`src/rtl/lph_pkg.sv`:
```
package lph_pkg;

  localparam int MAX_LOG2 = 10;
  localparam int INIT_LOG2 = 4;
  localparam int START_LOG2 = (INIT_LOG2 > MAX_LOG2) ? MAX_LOG2 : INIT_LOG2;
  localparam int ADDR_W = MAX_LOG2 + 1;
  localparam int DEPTH = 2 << MAX_LOG2;
  localparam int KEY_W = 32;
  localparam int VAL_W = 64;
  localparam int CNT_W = 11;
  localparam int LOG_W = 4;
  localparam logic [31:0] HASH_MUL = 32'd2654435769;

  typedef enum logic [1:0] {
    ST_NEW      = 2'd0,
    ST_REPLACED = 2'd1,
    ST_FULL     = 2'd2,
    ST_CLEARED  = 2'd3
  } status_t;

  typedef enum logic [2:0] {
    DP_NOP,
    DP_LOAD,
    DP_PROBE_START,
    DP_PROBE_STEP,
    DP_SCAN_START,
    DP_SCAN_STEP,
    DP_INS_START,
    DP_INS_STEP
  } dp_cmd_t;

  typedef enum logic [1:0] {
    RD_PROBE,
    RD_SCAN,
    RD_MOVE
  } rd_sel_t;

  typedef struct packed {
    dp_cmd_t cmd;
    rd_sel_t rd_sel;
    logic    mark_clear_start;
    logic    write_new;
    logic    write_val;
    logic    write_move;
    logic    swap_bank;
    logic    reset_table;
    logic    count_up;
  } lph_ctl_t;

  typedef struct packed {
    logic occ;
    logic key_eq;
    logic probe_wrapped;
    logic scan_done;
    logic clear_done;
    logic grow_needed;
  } lph_sts_t;

  function automatic logic [MAX_LOG2-1:0] home_slot(input logic [31:0] k,
                                                   input logic [LOG_W-1:0] lg);
    logic [31:0] h;
    logic [31:0] m;
    h = k * HASH_MUL;
    m = (32'd1 << lg) - 32'd1;
    return MAX_LOG2'(h & m);
  endfunction

endpackage

```
`src/rtl/lph_ctrl.sv`:
```
module lph_ctrl
  import lph_pkg::*;
(
  input  logic     clk,
  input  logic     rst,
  input  logic     in_valid,
  output logic     in_stall,
  input  logic     opcode,
  output logic     out_valid,
  input  logic     out_stall,
  output status_t  status_sel,
  output logic     slot_zero,
  output lph_ctl_t ctl,
  input  lph_sts_t sts
);

  typedef enum logic [3:0] {
    S_IDLE, S_PSTART, S_PREAD, S_PCHK, S_GCLR, S_SREAD, S_SCHK,
    S_IREAD, S_ICHK, S_DONE, S_CLR
  } state_t;

  state_t state;
  logic   grown;

  assign in_stall = (state != S_IDLE) || !sts.clear_done || out_valid;

  always_comb begin
    ctl = '0;
    ctl.cmd = DP_NOP;
    ctl.rd_sel = RD_PROBE;
    unique case (state)
      S_IDLE:   if (in_valid && !in_stall) ctl.cmd = DP_LOAD;
      S_PSTART: ctl.cmd = DP_PROBE_START;
      S_PCHK: begin
        if (sts.occ && !sts.key_eq && !sts.probe_wrapped) ctl.cmd = DP_PROBE_STEP;
        else if (sts.occ && sts.key_eq) ctl.write_val = 1'b1;
        else if (!sts.occ && !(sts.grow_needed && !grown)) begin
          ctl.write_new = 1'b1;
          ctl.count_up = 1'b1;
        end else if (!sts.occ) ctl.mark_clear_start = 1'b1;
      end
      S_GCLR:  if (sts.clear_done) ctl.cmd = DP_SCAN_START;
      S_SREAD: ctl.rd_sel = RD_SCAN;
      S_SCHK: begin
        if (sts.occ) ctl.cmd = DP_INS_START;
        else if (sts.scan_done) ctl.swap_bank = 1'b1;
        else ctl.cmd = DP_SCAN_STEP;
      end
      S_ICHK: begin
        if (sts.occ) ctl.cmd = DP_INS_STEP;
        else begin
          ctl.write_move = 1'b1;
          if (sts.scan_done) ctl.swap_bank = 1'b1;
          else ctl.cmd = DP_SCAN_STEP;
        end
      end
      S_IREAD: ctl.rd_sel = RD_MOVE;
      S_CLR:   ctl.reset_table = 1'b1;
      default: ;
    endcase
  end

  always_ff @(posedge clk) begin
    if (rst) begin
      state <= S_IDLE;
      out_valid <= 1'b0;
      grown <= 1'b0;
      status_sel <= ST_NEW;
      slot_zero <= 1'b0;
    end else begin
      if (out_valid && !out_stall) out_valid <= 1'b0;
      unique case (state)
        S_IDLE: if (in_valid && !in_stall) begin
          grown <= 1'b0;
          state <= opcode ? S_CLR : S_PSTART;
        end
        S_CLR: begin
          status_sel <= ST_CLEARED;
          slot_zero <= 1'b1;
          state <= S_DONE;
        end
        S_PSTART: state <= S_PREAD;
        S_PREAD:  state <= S_PCHK;
        S_PCHK: begin
          if (sts.occ && !sts.key_eq && !sts.probe_wrapped) state <= S_PREAD;
          else if (sts.occ && sts.key_eq) begin
            status_sel <= ST_REPLACED;
            slot_zero <= 1'b0;
            state <= S_DONE;
          end else if (sts.occ) begin
            status_sel <= ST_FULL;
            slot_zero <= 1'b1;
            state <= S_DONE;
          end else if (!(sts.grow_needed && !grown)) begin
            status_sel <= ST_NEW;
            slot_zero <= 1'b0;
            state <= S_DONE;
          end else begin
            grown <= 1'b1;
            state <= S_GCLR;
          end
        end
        S_GCLR: if (sts.clear_done) state <= S_SREAD;
        S_SREAD: state <= S_SCHK;
        S_SCHK: begin
          if (sts.occ) state <= S_IREAD;
          else if (sts.scan_done) state <= S_PSTART;
          else state <= S_SREAD;
        end
        S_IREAD: state <= S_ICHK;
        S_ICHK: begin
          if (sts.occ) state <= S_IREAD;
          else if (sts.scan_done) state <= S_PSTART;
          else state <= S_SREAD;
        end
        S_DONE: begin
          out_valid <= 1'b1;
          state <= S_IDLE;
        end
        default: state <= S_IDLE;
      endcase
    end
  end

  assert property (@(posedge clk) disable iff (rst)
    (state == S_DONE) |=> out_valid)
    else $error("result not presented after completion");
  assert property (@(posedge clk) disable iff (rst)
    out_valid |-> in_stall)
    else $error("input taken while result pending");
  assert property (@(posedge clk) disable iff (rst)
    ctl.write_new |-> !ctl.write_val)
    else $error("conflicting writes");

endmodule

```
`config.mk`:
```
export PLATFORM = sky130hd
export DESIGN_NAME = lph_ctrl
export DESIGN_NICKNAME = d
export VERILOG_FILES = /design/src/rtl/lph_pkg.sv /design/src/rtl/lph_ctrl.sv
export SDC_FILE = /design/constraint.sdc
export NUM_CORES = 1
export LEC_CHECK = 0
export BUFFER_PORTS_ARGS = -buffer_cell sky130_fd_sc_hd__buf_2
export CAP_MARGIN = 10
export CORE_UTILIZATION = 45
export CTS_CLUSTER_SIZE = 8
export DETAILED_ROUTE_END_ITERATION = 7
export PLACE_DENSITY_LB_ADDON = 0.05
export SKIP_LAST_GASP = 1
export SYNTH_ARGS = -nofsm -noshare
export SYNTH_HDL_FRONTEND = slang
export SYNTH_SLANG_ARGS = --single-unit
```
`constraint.sdc`:
```
create_clock -name clk -period 1.7 [get_ports clk]
set_input_delay 0.17 -clock clk [delete_from_list [all_inputs] [get_ports clk]]
set_output_delay 0.17 -clock clk [all_outputs]
set_load 0.02 [all_outputs]
```
==> results.ini, run 1 <==
[final_layout]
final_nets=130
diodes=0
area_growth_pct=37.6
layout-drive-gt1-share=0.444
fin_util=0.678

[die]
die_x_um=40.0
fp.dieH_um=40.0
initial_utilization=0.493
dieArea_mm2=0.00160
row_count=13
core_area_mm2=0.00132
top_level_ports=28

[timing]
setup_ws_ps=37.9
holdWs_ps=157
tightest_slew_ps=460
rsz0062_at_grt=yes
skew_ps=0.504
fin_tns_setup_ps=0
fmax_mhz=602
hold_viol_final=0
relSlewSlack=0.693
setup_viol=0
fin_crit_sh=0.978
drv_slew=0
post-route-min-period_ps=1660

[critical_path]
critPathRequiredTime_ps=1530
path_class=reg -> out
crit_arrival_ps=1490
crit_path_end_kind=output port
cpMaxStageDelayCell=dfxtp_4
critPathLaunchType=register
critPathMaxStageDelay_ps=450
cp_cell_sequence=and4bb_2 -> o21ai_2 -> a21o_1 -> nand3_1 -> buf_2
worstPathMaxFanout=15

[detailed_routing]
first_pass_iters=4
wirelength_um=1660
drc=0
vias_per_cell=5.64
routed-via-count=745
antenna_left=0
drt-initial-drc-count=9
wl_per_cell_um=12.6

[logic_synthesis]
postSynthAreaPerCell_um2=7.46
synth_edf_count=0
async_flop_share=0
ys_ff_latch=8
yosys_warnings=0
synthCells=87
syn-num-nets=98
yosysSeqAreaShare=0.247
syn-cell-area_um2=649
synth-main-ff-cell=dfxtp_1
synthDistinctLibCells=34

[cts]
cts_made_buffers=3
cts-root-buf=clkbuf_4
clkLatencyLatePin_ps=250
htreeDepth=1
clock_path_buffers=2
path_clk_slew_ps=60
post_cts_buffers=0
clkSinkCount=8
cts_tree=yes

[placed_design]
gp_congestion=0.829
numPortBuffers=27
pre_cts_slack_ps=125
dp_hpwl_um=1250

[power_and_ir_drop]
power.internal_uw=678
total_power_uw=1260
p_per_area_mw_per_mm2=1410
pwr-share-clk=0.122
p_seq_frac=0.304
p_switching_uw=578
vdd_ir_drop_max_uv=839
cellLeakagePower_uw=0.000388
p_sw_frac=0.461
combPwrFrac=0.574

[global_route]
first_global_vias=600
grt-ovfl-total=0
grt_max_degree=16
antenna_found_initial=0
grt_pass1_wl_um=2570
gr-usage-all-layers=0.246

[hold_path]
hp-class=in -> reg

[run]
cap_violations=0

[status]
status=completed

logic make-up (layout without fill, tap and decap cells):
group           after synthesis  after routing  share of synthesized area
compound gates               21             21                      0.195
buf+inv                      11             41                     0.0790
flops                         8              8                      0.247
simple gates                 47             47                      0.480
power groups by stage:
| stage | registers (µW) | clock network [µW] | logic (µW) |
|---|---|---|---|
| 2_1_floorplan | 298 | 0 | 481 |
| 3_3_place_gp | 334 | 0 | 675 |
| 3_5_place_dp | 334 | 0 | 681 |
| 4_1_cts | 361 | 160 | 695 |
| 5_1_grt | 398 | 167 | 793 |
| 6_report | 381 | 153 | 721 |
through the flow:
stage,cells,area (µm²)
2_1_floorplan,87,649
3_3_place_gp,129,820
3_5_place_dp,129,820
4_1_cts,132,870
5_1_grt,132,893
6_report,132,893
critical path: cells and delay by family (launching register included):
kind                   cells  cell delay (ps)
AND/OR/NAND/NOR            2              380
flip-flops                 1              450
buffers and inverters      1              160
AO/OA/AOI/OAI              2              250
cells in the mapped netlist (all sizes together) (2+ instances only):
cell type,count,area share
a21oi,7,0.054
a221oi,2,0.027
a31oi,3,0.029
buf,4,0.039
clkbuf,3,0.017
dfxtp,8,0.25
inv,4,0.023
nand2,5,0.029
nand2b,6,0.058
nand3,3,0.023
nand3b,3,0.035
nor2,10,0.058
nor3,2,0.023
nor3b,6,0.069
nor4b,2,0.050
o21ai,5,0.039
metal layers:
metal | vias to the layer above | global-route usage | share of wire
met1 | 342 | 0.322 | 0.50
met3 | 2 | 0.0500 | 0.046
met5 | - | 0 | 0
li1 | 381 | - | -
met4 | 0 | 0.129 | 0.010
met2 | 20 | 0.375 | 0.45
final cells by class:
| type | instances | area, µm² |
|---|---|---|
| multi-input combinational | 68 | 479 |
| fill | 115 | 424 |
| timing repair buffer | 34 | 188 |
| sequential | 8 | 170 |
| clock buffer | 3 | 22.5 |
| tap | 15 | 18.8 |
| inverter | 4 | 15.0 |
placed cells by master (no fill, tap or decap):
| master | count |
|---|---|
| nand4bb_4 | 1 |
| nor4_2 | 1 |
| nor2_1 | 10 |
| o21ai_0 | 4 |
| or3_4 | 1 |
| or4b_2 | 1 |
| dfxtp_2 | 2 |
| nor4b_4 | 2 |
| a21oi_1 | 7 |
| inv_1 | 4 |
| nor3_1 | 1 |
| or3b_2 | 1 |
| nor3_2 | 1 |
| dfxtp_4 | 2 |
| dfxtp_1 | 4 |
| or2_2 | 1 |
| nand2b_1 | 6 |
| o22ai_1 | 1 |
| and4bb_2 | 1 |
| o21ai_2 | 1 |
| o31ai_1 | 1 |
| nand2_1 | 5 |
| clkbuf_4 | 3 |
| and3_1 | 1 |
| nand4b_1 | 1 |
| a221oi_1 | 2 |
| buf_4 | 7 |
| nor3b_1 | 6 |
| a21o_1 | 1 |
| a31oi_1 | 3 |
| nand3b_1 | 3 |
| o2111ai_1 | 1 |
| nor2b_1 | 1 |
| nand3_1 | 3 |
| buf_2 | 27 |
path summary, 6_finish.rpt:
kind	start	end	slack, ps	cells past startpoint
max reg2reg	state[2]	state[0]	270	4
max	state[1]	ctl[9]	40	5
min reg2reg	status_sel[0]	status_sel[0]	470	2
min	rst	state[2]	160	2
registers in the layout, indices dropped and copies added (netlist names):
name	cells
status_sel	1
grown	1
slot_zero	1
out_valid	1
state	4
timing repair:
item / in CTS / in global routing
endpoints found under the setup margin: 4 / 4
hold buffers: 0 / 0
resized for setup: 8 / 4
pin swaps: 0 / 0
(Power assumes the default switching activity.)
==> run 2, diff against run 1 <==
--- a/constraint.sdc
+++ b/constraint.sdc
@@ -3,2 +3,2 @@
 set_output_delay 0.17 -clock clk [all_outputs]
-set_load 0.02 [all_outputs]
+set_load 0.1 [all_outputs]
==> results.ini, run 2 (same netlist as run 1, synthesis figures left out) <==
[cts]
clkLatencyLatePin_ps=280  ; +30 ps
cts_tree=yes
clkSinkCount=8  ; unchanged
cts_made_buffers=3  ; unchanged
htreeDepth=1  ; unchanged
cts-root-buf=clkbuf_4
path_clk_slew_ps=70  ; about the same
clock_path_buffers=2  ; unchanged

[power_and_ir_drop]
power.internal_uw=1010  ; +49%
combPwrFrac=0.754  ; +0.180
total_power_uw=2310  ; +84%
p_seq_frac=0.171  ; -0.133
p_sw_frac=0.563  ; +0.103
p_switching_uw=1300  ; +120%
pwr-share-clk=0.076  ; -0.046
cellLeakagePower_uw=0.000503  ; +30%
vdd_ir_drop_max_uv=1410  ; +68%
p_per_area_mw_per_mm2=1810  ; +29%

[die]
top_level_ports=28  ; unchanged
row_count=13  ; unchanged
fp.dieH_um=40.0  ; unchanged
dieArea_mm2=0.00160  ; unchanged
core_area_mm2=0.00132  ; unchanged
die_x_um=40.0  ; unchanged
initial_utilization=0.493  ; unchanged

[timing]
fin_tns_setup_ps=-960  ; -960 ps
drv_slew=0  ; unchanged
fmax_mhz=545  ; -9.5%
skew_ps=5.72  ; +5.22 ps
hold_viol_final=0  ; unchanged
rsz0062_at_grt=yes
fin_crit_sh=1.08  ; +0.102
post-route-min-period_ps=1840  ; +174 ps
setup_ws_ps=-136  ; -174 ps
relSlewSlack=0.631  ; -0.0614
tightest_slew_ps=552  ; +91.9 ps
setup_viol=13  ; +13

[final_layout]
multi_input_area_um2=564  ; +18%
fillers=22  ; -81%
area_growth_pct=96.7
final_nets=143  ; +10%
regArea_um2=176  ; +3.7%
final_cell_mix=buf_4, buf_2, buf_12
layout-drive-gt1-share=0.600  ; +0.156
fin_util=0.970  ; +0.292
diodes=0  ; unchanged
largest_reg_flops=4  ; unchanged
final_common_cell=buf_4
largest-register=state

[global_route]
grt_pass1_wl_um=3410  ; +33%
antenna_found_initial=0  ; unchanged
first_global_vias=781  ; +30%
grt_max_degree=13  ; -3
gr-usage-all-layers=0.325  ; +0.0793
grt-ovfl-total=0  ; unchanged

[placed_design]
pre_cts_slack_ps=73.9  ; -51.1 ps
gp_congestion=0.841  ; +1.4%
dp_hpwl_um=1450  ; +16%
numPortBuffers=27  ; unchanged

[detailed_routing]
drc=0  ; unchanged
first_pass_iters=5  ; +1
vias_per_cell=7.08  ; +25%
wl_per_cell_um=24.5  ; +95%
routed-via-count=1026  ; +38%
drt-initial-drc-count=128  ; +119
antenna_left=0  ; unchanged
wirelength_um=3560  ; +110%

[critical_path]
critPathLaunchType=register
worstPathMaxFanout=9  ; -6
crit_arrival_ps=1670  ; +180 ps
crit_path_end_kind=output port
path_class=reg -> out
critPathRequiredTime_ps=1530  ; about the same
rrSetupSlack_ps=-50  ; -320 ps

[run]
cap_violations=0  ; unchanged

[hold_path]
hp-class=in -> reg

[status]
violations=negative setup slack
status=finished, violations left

==> run 2: cell count changes in the layout (fill, tap and decap cells not counted), moves of 4 or more <==
cell | before | now
buf_12 | 0 | 12
buf_2 | 27 | 15
buf_4 | 7 | 18
nor2_1 | 10 | 5
nor2_4 | 0 | 4
==> run 2: routing by layer <==
layer / track usage / part of all wire / vias up
li1: - / - / 406
met1: 0.382 / 0.35 / 449
met2: 0.504 / 0.45 / 127
met3: 0.0944 / 0.12 / 44
met4: 0.224 / 0.085 / 0
met5: 0 / 0 / -
==> run 2: power groups by stage <==
stage | combinational, µW | clock (µW) | sequential [µW]
finish | 1740 | 175 | 394
global route | 1780 | 182 | 391
CTS | 1500 | 152 | 364
detailed placement | 1390 | 0 | 334
global placement | 1370 | 0 | 326
floorplan | 975 | 0 | 362
==> run 2: what timing repair did <==
action / CTS / global route
resized for setup: 9 / 9
endpoints found under the hold margin: 0 / 0
hold buffers: 0 / 0
buffers inserted: 5 / 7
setup endpoints to repair: 5 / 11
pin swaps: 5 / 5
==> run 2: area by class of cell <==
cell class / count / area share
inverter: 4 / 0.0147
timing repair buffer: 47 / 0.373
clock buffer: 3 / 0.0176
tap: 15 / 0.0147
sequential: 8 / 0.138
multi-input combinational: 68 / 0.442
==> run 2: metrics by stage <==
stage                     instances  instance area (µm²)  hold WS, ps
after floorplan                  87                  747          232
after global placement          130                 1080          402
after detailed placement        130                 1080          413
after CTS                       138                 1190          149
after global routing            145                 1280          159
final                           145                 1280          163
==> run 2: critical path, cell delays in order, from the launching register on <==
cell	delay (ps)
dfxtp_4	450
and4bb_2	360
o21ai_2	120
a21o_1	180
nand3_2	100
buf_12	180
==> run 2: final timing paths <==
path / startpoint / end / depth (start not counted)
worst min register to register: status_sel[0] / status_sel[0] / 2
worst max-delay path: state[1] / ctl[9] / 5
worst max register to register: state[2] / status_sel[0] / 6
worst min-delay path: out_stall / out_valid / 3
